**src/design/cprgb_pkg.sv**
```systemverilog
`timescale 1ns / 1ps
// ----------------------------------------------------------------------------
// cprgb_pkg
// Shared types and constants for the camera byte to RGB888 converter.
// ----------------------------------------------------------------------------
package cprgb_pkg;

	localparam int DIM_W = 13;
	localparam int IDX_W = 2;

	localparam logic [IDX_W-1:0] REG_INPUT_FORMAT = 2'd0;
	localparam logic [IDX_W-1:0] REG_CHANNEL_SWAP = 2'd1;
	localparam logic [IDX_W-1:0] REG_FRAME_WIDTH  = 2'd2;
	localparam logic [IDX_W-1:0] REG_FRAME_HEIGHT = 2'd3;

	localparam logic [1:0] FMT_RAW    = 2'd0;
	localparam logic [1:0] FMT_RGB565 = 2'd1;
	localparam logic [1:0] FMT_MONO   = 2'd2;

	localparam logic [1:0] SWAP_NONE = 2'd0;
	localparam logic [1:0] SWAP_RB   = 2'd1;
	localparam logic [1:0] SWAP_RG   = 2'd2;
	localparam logic [1:0] SWAP_GB   = 2'd3;

	localparam logic [DIM_W-1:0] WIDTH_RESET  = 13'd640;
	localparam logic [DIM_W-1:0] HEIGHT_RESET = 13'd480;

	// per-word control carried alongside the pixel byte
	typedef struct packed {
		logic raw;
		logic rgb565;
		logic second_byte;
		logic emit;
		logic last_col;
		logic last_row;
		logic odd_row;
		logic odd_col;
	} pos_t;

endpackage

```
**src/design/cprgb_position.sv**
```systemverilog
`timescale 1ns / 1ps
// ----------------------------------------------------------------------------
// cprgb_position
// Column, line and byte-phase tracking; decides which words give a pixel.
// ----------------------------------------------------------------------------
module cprgb_position
	import cprgb_pkg::*;
#(
	parameter int MAX_WIDTH  = 4096,
	parameter int MAX_HEIGHT = 4096
) (
	input  logic                         clk,
	input  logic                         arst_n,
	input  logic                         accept,
	input  logic                         sof,
	input  logic [1:0]                   fmt,
	input  logic [DIM_W-1:0]             frame_width,
	input  logic [DIM_W-1:0]             frame_height,
	output logic [$clog2(MAX_WIDTH)-1:0] col,
	output pos_t                         pos
);

	localparam int COL_W = $clog2(MAX_WIDTH);
	localparam int ROW_W = $clog2(MAX_HEIGHT);

	logic [COL_W-1:0] col_q, col_cur, w_m1;
	logic [ROW_W-1:0] row_q, row_cur, h_m1;
	logic             phase_q, phase_cur;
	logic [31:0]      fw32, fh32;
	logic             is_raw, is_565, advance, last_col, last_row;

	assign fw32 = 32'(frame_width);
	assign fh32 = 32'(frame_height);

	always_comb begin
		if (fw32 < 32'd2) begin
			w_m1 = COL_W'(1);
		end else if (fw32 > 32'(MAX_WIDTH)) begin
			w_m1 = COL_W'(MAX_WIDTH - 1);
		end else begin
			w_m1 = COL_W'(fw32 - 32'd1);
		end
		if (fh32 < 32'd2) begin
			h_m1 = ROW_W'(1);
		end else if (fh32 > 32'(MAX_HEIGHT)) begin
			h_m1 = ROW_W'(MAX_HEIGHT - 1);
		end else begin
			h_m1 = ROW_W'(fh32 - 32'd1);
		end
	end

	assign col_cur   = sof ? '0 : col_q;
	assign row_cur   = sof ? '0 : row_q;
	assign phase_cur = sof ? 1'b0 : phase_q;
	assign last_col  = col_cur >= w_m1;
	assign last_row  = row_cur >= h_m1;
	assign is_raw    = fmt == FMT_RAW;
	assign is_565    = fmt == FMT_RGB565;
	assign advance   = !(is_565 && !phase_cur);

	always_comb begin
		pos.raw         = is_raw;
		pos.rgb565      = is_565;
		pos.second_byte = phase_cur;
		pos.last_col    = last_col;
		pos.last_row    = last_row;
		pos.odd_row     = !row_cur[0];
		pos.odd_col     = !col_cur[0];
		if (is_raw) begin
			pos.emit = (col_cur != '0) && (row_cur != '0);
		end else if (is_565) begin
			pos.emit = phase_cur;
		end else begin
			pos.emit = 1'b1;
		end
	end

	assign col = col_cur;

	always_ff @(posedge clk or negedge arst_n) begin
		if (!arst_n) begin
			col_q   <= '0;
			row_q   <= '0;
			phase_q <= 1'b0;
		end else if (accept) begin
			phase_q <= is_565 ? !phase_cur : 1'b0;
			if (!advance) begin
				col_q <= col_cur;
				row_q <= row_cur;
			end else if (last_col) begin
				col_q <= '0;
				row_q <= last_row ? '0 : row_cur + ROW_W'(1);
			end else begin
				col_q <= col_cur + COL_W'(1);
				row_q <= row_cur;
			end
		end
	end

endmodule

```
**config.mk**
```make
export PLATFORM = sky130hd
export DESIGN_NAME = cprgb_position
export DESIGN_NICKNAME = d
export VERILOG_FILES = /design/src/design/cprgb_pkg.sv /design/src/design/cprgb_position.sv
export SDC_FILE = /design/constraint.sdc
export NUM_CORES = 1
export LEC_CHECK = 0
export BUFFER_PORTS_ARGS = -buffer_cell sky130_fd_sc_hd__clkbuf_2
export CORE_MARGIN = 10
export CORE_UTILIZATION = 48
export CTS_CLUSTER_SIZE = 28
export DETAILED_ROUTE_END_ITERATION = 12
export HOLD_SLACK_MARGIN = 0.08
export PLACE_DENSITY_LB_ADDON = 0.12
export SETUP_SLACK_MARGIN = 0.5
export SYNTH_ARGS = -nofsm -noshare
export SYNTH_HDL_FRONTEND = slang
export SYNTH_SLANG_ARGS = --single-unit
```
**constraint.sdc**
```tcl
create_clock -name clk -period 8.4 [get_ports clk]
set_input_delay 0 -clock clk [delete_from_list [all_inputs] [get_ports clk]]
set_output_delay 0 -clock clk [all_outputs]
set_load 0.1 [all_outputs]
```
==> metrics.cfg <==
[worst_setup_path]
arrival_ns = 4.10
regToRegEndpoint = row_q[9]
slowest_delay_ns = 0.93
path_buf_inv = 1
worstRegToRegCells = 9
crit_fanout = 16
path_delay_family = simple AND/OR/NAND/NOR gates
crit_chain = clkbuf_2 > or3_1 > or4_1 > nor3_1 > nand2_1 > o21a_1 > o21ai_0 > ha_1 > nand4_1 > o311a_1 > nor2_1 > o21ai_0 > a22o_1
cp.required_ns = 8.57
end_kind = flop
worst-setup-path-type = input pin to flop
rr_startpoint = col_q[0]
cp-startpoint = frame_width[5]
r2r_setup_slack_ns = 4.98
cpMaxStageDelayCell = nor2_1
crit_path_frequent_cell = o21ai_0
startpoint_type = input pin

[yosys]
synth_edf_count = 0
netlist_top_cells_area = dfrtp_1, ha_1, o21ai_0, xor2_1, nor2b_1
yosys.cell_types.count = 58
synthFlopType = dfrtp_1
synth_mux_area_share_pct = 0.727
synth_top_area_share_pct = 21.4
yosysMostFrequentCell = o21ai_0
synth_area_per_cell_sq_um = 7.74
synth_common_cells = o21ai_0, ha_1, nand2_1
synth_warnings = 0
synth_cells = 378
synth_compound_area_share_pct = 24.8
syn_area_sq_um = 2930
seq_area_frac_synth_pct = 21.4
syn_nets = 440
synth_fa_ha_area_share_pct = 12.8
yosys.area_share.simple_pct = 28.2
synthXorXnorAreaFrac_pct = 5.39
async_flop_share_pct = 100
synth_top_family_by_area = simple AND/OR/NAND/NOR gates
yosysTopAreaCell = dfrtp_1
synth-seq-cells = 25

[power]
swShare_pct = 40.0
peakVddDrop_mv = 0.152
p_per_area_nw_per_um2 = 100
power_switching_mw = 0.130
internal_power_mw = 0.195
p_leak_nw = 1.67
pwr-share-clk_pct = 22.6
power_frac_comb_pct = 36.2
seqPwrFrac_pct = 41.2

[timing]
setup_tns_ns = 0
rsz0062_at_grt = false
hold_slack_ns = 0.279
tightest_slew_ns = 1.20
finalCritPeriodShare_pct = 46.9
finalHoldViolCount = 0
setup_viol = 0
final.setup_skew_ns = 0.00289
fmax_mhz = 254
drv_slew = 0
min_period_ns = 3.94
slew_headroom_pct = 20.0

[clock_tree]
clk_latency_ns = 0.27
htree_levels = 1
cts.root.buffer_cell = clkbuf_8
ctsResizeCount = 0
cts_buffers = 3
post_cts_buffers = 0
clock_path_buffers = 2
cts.sinks = 25
clk_pin_slew_ns = 0.09
cts_tree = yes

[global_routing]
grt_pass1_vias = 2696
grt_max_degree = 38
grt_pass1_wl_mm = 13.3
antenna_found_initial = 0
overflow = 0
grt_usage_pct = 15.9

[placed_design]
dpl-instance-area_sq_um = 3190
place_inst = 485
io_buffers = 51
gp_congestion = 0.842
place_hpwl_mm = 6.44

[floorplanning]
core_area_sq_um = 5920
die_area_sq_um = 9620
ios = 52
rows = 28
start_util_pct = 49.4
die_w_um = 98.1
die_h_um = 98.1

[detailed_routing]
wl_per_cell_um = 16.3
first_iter_violations = 179
ant_nets = 0
viasPerCell = 5.94
drc = 0
via_count = 2911
firstDrtPassIters = 4
wl_mm = 7.99

[cells_and_area]
fin_area_sq_um = 3240
fin_cells = 490
diodes = 0
drive_above_1_share_pct = 16.1
area_delta_synth_final_pct = 10.8
nets = 478

[hold_path]
hold_path_class = input pin to asynchronous set/reset pin

[outcome]
outcome = finished clean

[job]
cap_violations = 0

[cells by family (layout without fill, tap and decap cells)]
family	after synthesis	after routing
and+or+nand+nor	149	149
AOI/OAI and AO/OA	109	109
buffers and inverters	45	82
adders and majority gates	30	30
DFF	25	25
xor gates and xnor gates	18	18
muxes	2	2
[through the flow]
step,util (%),power [mW],setup WS (ns)
6_report,54.8,0.326,4.46
5_1_grt,54.8,0.345,4.12
4_1_cts,54.8,0.328,4.54
3_5_place_dp,53.8,0.254,4.26
3_3_place_gp,53.8,0.252,4.34
2_1_floorplan,-,0.222,2.99
[power groups by stage]
stage               clock network [mW]  logic, mW  registers [mW]
floorplan                            0     0.0871           0.134
global placement                     0      0.116           0.136
detailed placement                   0      0.117           0.136
CTS                             0.0762      0.118           0.134
global route                    0.0797      0.130           0.136
finish                          0.0736      0.118           0.134
[registers in the layout (all words and copies together) (netlist names)]
| name | count |
|---|---|
| col_q | 12 |
| phase_q | 1 |
| row_q | 12 |
[repair_timing]
| item | CTS | global route |
|---|---|---|
| hold endpoints to repair | 25 | 0 |
| hold buffers | 1 | 0 |
| endpoints found under the setup margin | 0 | 0 |
[routing by layer]
metal  vias up  part of all wire, %  GRT usage, %
met5         -                    0             0
met4         0                  1.0          3.36
met3         8                  6.7          3.24
met2        85                   42          23.6
met1      1357                   51          23.0
li1       1461                    -             -
[worst max path at each step]
stage / end / cells after the start / slack, ns
after global routing: row_q[9] / 13 / 4.12
after global placement: row_q[9] / 13 / 4.34
final: row_q[9] / 13 / 4.46
after detailed placement: row_q[9] / 13 / 4.26
after floorplan: col_q[8] / 14 / 2.99
after CTS: pos[2] / 14 / 4.54
[cell usage in the layout (no fill, tap or decap), types with 4 or more instances in the layout]
cell type,Yosys,layout
a21o_1,8,8
a21oi_1,18,18
a41oi_1,8,8
and3_1,4,4
clkbuf_2,0,51
dfrtp_1,25,25
ha_1,30,30
inv_1,25,25
nand2_1,27,27
nand2b_1,10,10
nand3_1,10,10
nand3b_1,5,5
nand4_1,5,5
nor2_1,26,26
nor2b_1,20,20
nor3_1,12,12
nor4_1,6,6
o21a_1,6,6
o21ai_0,36,36
or3_1,6,6
xor2_1,15,15
[layout make-up]
cell class              instances  area [sq um]
inverters                      25          93.8
fillers                       585          2680
well taps                      75          93.8
multi-input cells             308          2110
clock buffers                   4          45.0
flip-flops and latches         25           626
repair buffers                 53           273
Power figures use the tool's default switching activity.
