$ cat config.mk
export PLATFORM = sky130hd
export DESIGN_NAME = cprgb_colour
export DESIGN_NICKNAME = d
export VERILOG_FILES = /design/src/design/cprgb_pkg.sv /design/src/design/cprgb_colour.sv
export SDC_FILE = /design/constraint.sdc
export NUM_CORES = 1
export LEC_CHECK = 0
export BUFFER_PORTS_ARGS = -buffer_cell sky130_fd_sc_hd__buf_4
export CORE_UTILIZATION = 34
export CTS_BUF_LIST = sky130_fd_sc_hd__clkbuf_8
export DETAILED_ROUTE_END_ITERATION = 8
export PLACE_DENSITY = 0.54
export RECOVER_POWER = 100
export SLEW_MARGIN = 20
export SYNTH_ARGS = -nofsm -noshare
export SYNTH_HDL_FRONTEND = slang
export SYNTH_SLANG_ARGS = --single-unit
$ cat constraint.sdc
create_clock -name clk -period 2.41 [get_ports clk]
set_clock_uncertainty 0.15 [all_clocks]
set_input_delay 0.482 -clock clk [delete_from_list [all_inputs] [get_ports clk]]
set_output_delay 0.482 -clock clk [all_outputs]
set_load 0.02 [all_outputs]
$ cat src/design/cprgb_pkg.sv
`timescale 1ns / 1ps
// ----------------------------------------------------------------------------
// cprgb_pkg
// Shared types and constants for the camera byte to RGB888 converter.
// ----------------------------------------------------------------------------
package cprgb_pkg;

	localparam int DIM_W = 13;
	localparam int IDX_W = 2;

	localparam logic [IDX_W-1:0] REG_INPUT_FORMAT = 2'd0;
	localparam logic [IDX_W-1:0] REG_CHANNEL_SWAP = 2'd1;
	localparam logic [IDX_W-1:0] REG_FRAME_WIDTH  = 2'd2;
	localparam logic [IDX_W-1:0] REG_FRAME_HEIGHT = 2'd3;

	localparam logic [1:0] FMT_RAW    = 2'd0;
	localparam logic [1:0] FMT_RGB565 = 2'd1;
	localparam logic [1:0] FMT_MONO   = 2'd2;

	localparam logic [1:0] SWAP_NONE = 2'd0;
	localparam logic [1:0] SWAP_RB   = 2'd1;
	localparam logic [1:0] SWAP_RG   = 2'd2;
	localparam logic [1:0] SWAP_GB   = 2'd3;

	localparam logic [DIM_W-1:0] WIDTH_RESET  = 13'd640;
	localparam logic [DIM_W-1:0] HEIGHT_RESET = 13'd480;

	// per-word control carried alongside the pixel byte
	typedef struct packed {
		logic raw;
		logic rgb565;
		logic second_byte;
		logic emit;
		logic last_col;
		logic last_row;
		logic odd_row;
		logic odd_col;
	} pos_t;

endpackage

$ cat src/design/cprgb_colour.sv
`timescale 1ns / 1ps
// ----------------------------------------------------------------------------
// cprgb_colour
// Window registers and colour reconstruction for raw, RGB565 and mono words.
// ----------------------------------------------------------------------------
module cprgb_colour
	import cprgb_pkg::*;
(
	input  logic        clk,
	input  logic        arst_n,
	input  logic        fire,
	input  pos_t        pos,
	input  logic [7:0]  px,
	input  logic [7:0]  top_right,
	input  logic [1:0]  swap,
	output logic [23:0] rgb
);

	logic [7:0] left_q, upper_q, hold_q;
	logic [7:0] r, g, b, ro, go, bo;
	logic [5:0] g6;

	assign g6 = {hold_q[2:0], px[7:5]};

	always_comb begin
		if (pos.raw) begin
			case ({pos.odd_row, pos.odd_col})
				2'b00: begin
					r = upper_q;
					g = (top_right >> 1) + (left_q >> 1);
					b = px;
				end
				2'b01: begin
					r = top_right;
					g = (upper_q >> 1) + (px >> 1);
					b = left_q;
				end
				2'b10: begin
					r = left_q;
					g = (upper_q >> 1) + (px >> 1);
					b = top_right;
				end
				default: begin
					r = px;
					g = (top_right >> 1) + (left_q >> 1);
					b = upper_q;
				end
			endcase
		end else if (pos.rgb565) begin
			r = {hold_q[7:3], 3'b000};
			g = {g6, 2'b00};
			b = {px[4:0], 3'b000};
		end else begin
			r = px;
			g = px;
			b = px;
		end
	end

	always_comb begin
		ro = r;
		go = g;
		bo = b;
		case (swap)
			SWAP_RB: begin
				ro = b;
				bo = r;
			end
			SWAP_RG: begin
				ro = g;
				go = r;
			end
			SWAP_GB: begin
				go = b;
				bo = g;
			end
			default: ;
		endcase
	end

	assign rgb = {bo, go, ro};

	always_ff @(posedge clk or negedge arst_n) begin
		if (!arst_n) begin
			left_q  <= '0;
			upper_q <= '0;
			hold_q  <= '0;
		end else if (fire) begin
			if (pos.raw) begin
				upper_q <= top_right;
				left_q  <= px;
			end
			if (pos.rgb565 && !pos.second_byte) begin
				hold_q <= px;
			end
		end
	end

endmodule

==> results_dict.tcl <==
set metrics [dict create \
    setup_viol 24 \
    synth.largest_area_cell "sky130_fd_sc_hd__dfrtp_1" \
    mappedNetlistArea_um2 2930 \
    crit_path_cell_trace "ha_4, fa_2, buf_4, xnor2_2, mux2i_1, a21oi_2, nor2_1, a221o_1, buf_6" \
    hold_path.startpoint "top_right[0]" \
    gp_congestion 0.890 \
    worstPathMaxFanout 3 \
    global_route.overflow_total 0 \
    commonest_cells_post_synth "49 x sky130_fd_sc_hd__nand2_1, 24 x sky130_fd_sc_hd__dfrtp_1, 24 x sky130_fd_sc_hd__mux2_2" \
    final_hold_viol_count 0 \
    global_route.usage.total 0.274 \
    portBuffers 49 \
    die_y_um 94.9 \
    final.period_utilization 1.26 \
    final_period_minus_worst_setup_slack_ns 3.03 \
    worst_path_largest_cell_delay_ns 0.43 \
    drt_iter0_markers 296 \
    grt_start_max_net_pins 25 \
    drt_drc_violations_left 0 \
    worst_setup_path_startpoint "left_q[1]" \
    cts_inserted_buffers 3 \
    core_area_um2 8300 \
    yosysWarningCount 0 \
    antenna_found_initial 0 \
    timing.critical_path.from_type "register" \
    synth.lib_cells_used.distinct 59 \
    io_pins 53 \
    vias 3496 \
    drive_gt1_frac 0.540 \
    synth_instances 352 \
    failing_checks "setup timing" \
    critical_path_required_ns 1.78 \
    synth_seq_cells 24 \
    clock_tree_from_tritoncts "done" \
    route.final.wire_length_um 11500 \
    power-per-cell-area_nw_per_um2 522 \
    grt_pass1_wl_um 18600 \
    power.leakage_nw 2.02 \
    hold_class "in2reg" \
    synth_area_leaders "sky130_fd_sc_hd__dfrtp_1 20%, sky130_fd_sc_hd__mux2_2 9.2%, sky130_fd_sc_hd__ha_1 9.0%" \
    slew-limit-headroom 0.0668 \
    max_freq_mhz 330 \
    ffs_w_async_s_r_synth 1.00 \
    core.rowCount 33 \
    slew_viol_final 0 \
    unrepaired_setup_endpoints_after_global_routing "yes" \
    final_cells 594 \
    area.growth.synth_to_final_pct 65.4 \
    synthesis.nets 404 \
    worstPathArrival_ns 2.39 \
    half_perimeter_wire_length_of_the_detailed_placement_result_um 8870 \
    worst_slew_pin_slew_ns 1.40 \
    yosys.cell_count.top_type "sky130_fd_sc_hd__nand2_1" \
    cts_sinks 24 \
    cts_root_buffer "sky130_fd_sc_hd__clkbuf_8" \
    max_cap_viol_count 0 \
    finish.utilization 0.585 \
    timing.critical_path.slowest_stage_cell "sky130_fd_sc_hd__dfrtp_1" \
    clk_pin_slew_ns 0.09 \
    run_status "complete, but fails checks" \
    drt.antenna.violating_nets 0 \
    critical_path.reg2reg.startpoint "left_q[1]" \
    synthDominantCellAreaShare 0.205 \
    final_net_count 542 \
    max-clock-path-buffers 2 \
    syn_avg_cell_area_um2 8.34 \
    timing.critical_path.to_type "primary output" \
    synth.yosys.seq_area_share 0.205 \
    drt_pass1_iterations 5 \
    synth_ff_type "sky130_fd_sc_hd__dfrtp_1" \
    layout_setup_ws_ns -0.616 \
    synth_enable_flop_cells 0 \
    die_area_um2 9010 \
    grt_pass1_vias 3467 \
    htreeDepth 1 \
    floorplan.initialDensity 0.354 \
    worstSkewPairLatency_ns 0.27 \
    routedWlPerCell_um 19.4 \
    ant_diodes 0 \
    via_per_inst 5.89 \
    placedCellCount 583 \
    ir_drop_mv 0.367 \
    criticalPathCategory "reg2out" \
    die-width_um 94.9 \
    filler_cell_count 747 \
]
-- report_power, final --
part	internal, mW	switching, mW
logic	0.830	0.804
clock network	0.222	0.143
registers	0.469	0.0656
-- cells by family (layout without fill, tap and decap cells) --
kind of cell | count (synthesis) | count (layout) | synth area share
adder cells (fa/ha/maj) | 23 | 23 | 0.103
flip-flops | 24 | 24 | 0.205
XOR/XNOR | 3 | 3 | 0.00896
multiplexers | 31 | 31 | 0.116
AO/OA/AOI/OAI | 134 | 134 | 0.329
AND/OR/NAND/NOR | 104 | 104 | 0.175
buffers and inverters | 33 | 170 | 0.0635
-- cell usage in the layout, fill, tap and decap left out, types with 6 or more instances in the layout --
cell type and n:
sky130_fd_sc_hd__a211oi_2 8, sky130_fd_sc_hd__a22o_1 6, sky130_fd_sc_hd__a21oi_1 14, sky130_fd_sc_hd__a21o_1 7
sky130_fd_sc_hd__a222oi_1 14, sky130_fd_sc_hd__a22oi_1 6, sky130_fd_sc_hd__mux2_2 24, sky130_fd_sc_hd__o21ai_0 11
sky130_fd_sc_hd__a22oi_2 6, sky130_fd_sc_hd__nand2_1 50, sky130_fd_sc_hd__inv_1 6, sky130_fd_sc_hd__nor2_1 11
sky130_fd_sc_hd__o21ai_1 13, sky130_fd_sc_hd__ha_4 13, sky130_fd_sc_hd__buf_6 23, sky130_fd_sc_hd__nand2b_1 6
sky130_fd_sc_hd__dfrtp_1 21, sky130_fd_sc_hd__o21ai_2 8, sky130_fd_sc_hd__buf_4 121
-- routing by layer --
layer | share of wire | track usage
met5 | 0 | 0
met4 | 0.019 | 0.0581
met3 | 0.046 | 0.0274
met2 | 0.48 | 0.462
met1 | 0.46 | 0.376
-- critical path: cells and delay by family, from the launching register on --
kind / cells / cell delay [ns]
compound gates: 2 / 0.50
xor+xnor: 1 / 0.15
fa+ha+maj: 2 / 0.55
buf+inv: 2 / 0.30
flops: 1 / 0.43
mux: 1 / 0.12
simple gates: 1 / 0.06
-- path summary, 6_finish.rpt --
check                                  end  slack (ns)  cells after the start
min in group asynchronous        hold_q[3]        0.89                      2
worst max register to register   left_q[1]        1.19                      3
worst min register to register   hold_q[2]        0.37                      1
worst max-delay path               rgb[10]       -0.62                      9
max in group asynchronous        left_q[6]        0.29                      2
worst min-delay path            upper_q[0]        0.31                      2
-- stage by stage --
step           power (mW)  hold WS (ns)  TNS (ns)  setup WS [ns]  cell area (µm²)
2_1_floorplan        1.31        0.0364     -1.83         -0.254             3150
3_3_place_gp         1.87         0.258    -11.75         -0.619             4260
3_5_place_dp         1.88         0.259    -12.40         -0.625             4260
4_1_cts              2.51         0.303    -10.63         -0.636             4840
5_1_grt              2.68         0.305    -13.62         -0.718             4850
6_report             2.53         0.308    -11.05         -0.616             4850
-- layout make-up --
type	instances	area, µm²	area share
Clock buffer	3	41.3	0.00851
Tap cell	105	131	0.0271
Multi-Input combinational cell	295	2730	0.561
Sequential cell	24	604	0.125
Timing Repair Buffer	155	1270	0.263
Clock inverter	1	30.0	0.00619
Inverter	11	46.3	0.00954
-- state kept, by name (all words and copies together), names as in the netlist --
register and cells:
left_q 8, upper_q 8, hold_q 8
-- what timing repair did --
action / CTS / global route
gates resized for setup: 92 / 10
setup endpoints to repair: 24 / 24
hold endpoints to repair: 24 / 0
hold buffers: 1 / 0
pin swaps: 54 / 30
setup buffers: 10 / 1
No activity file was read; power rests on OpenSTA's default activity.
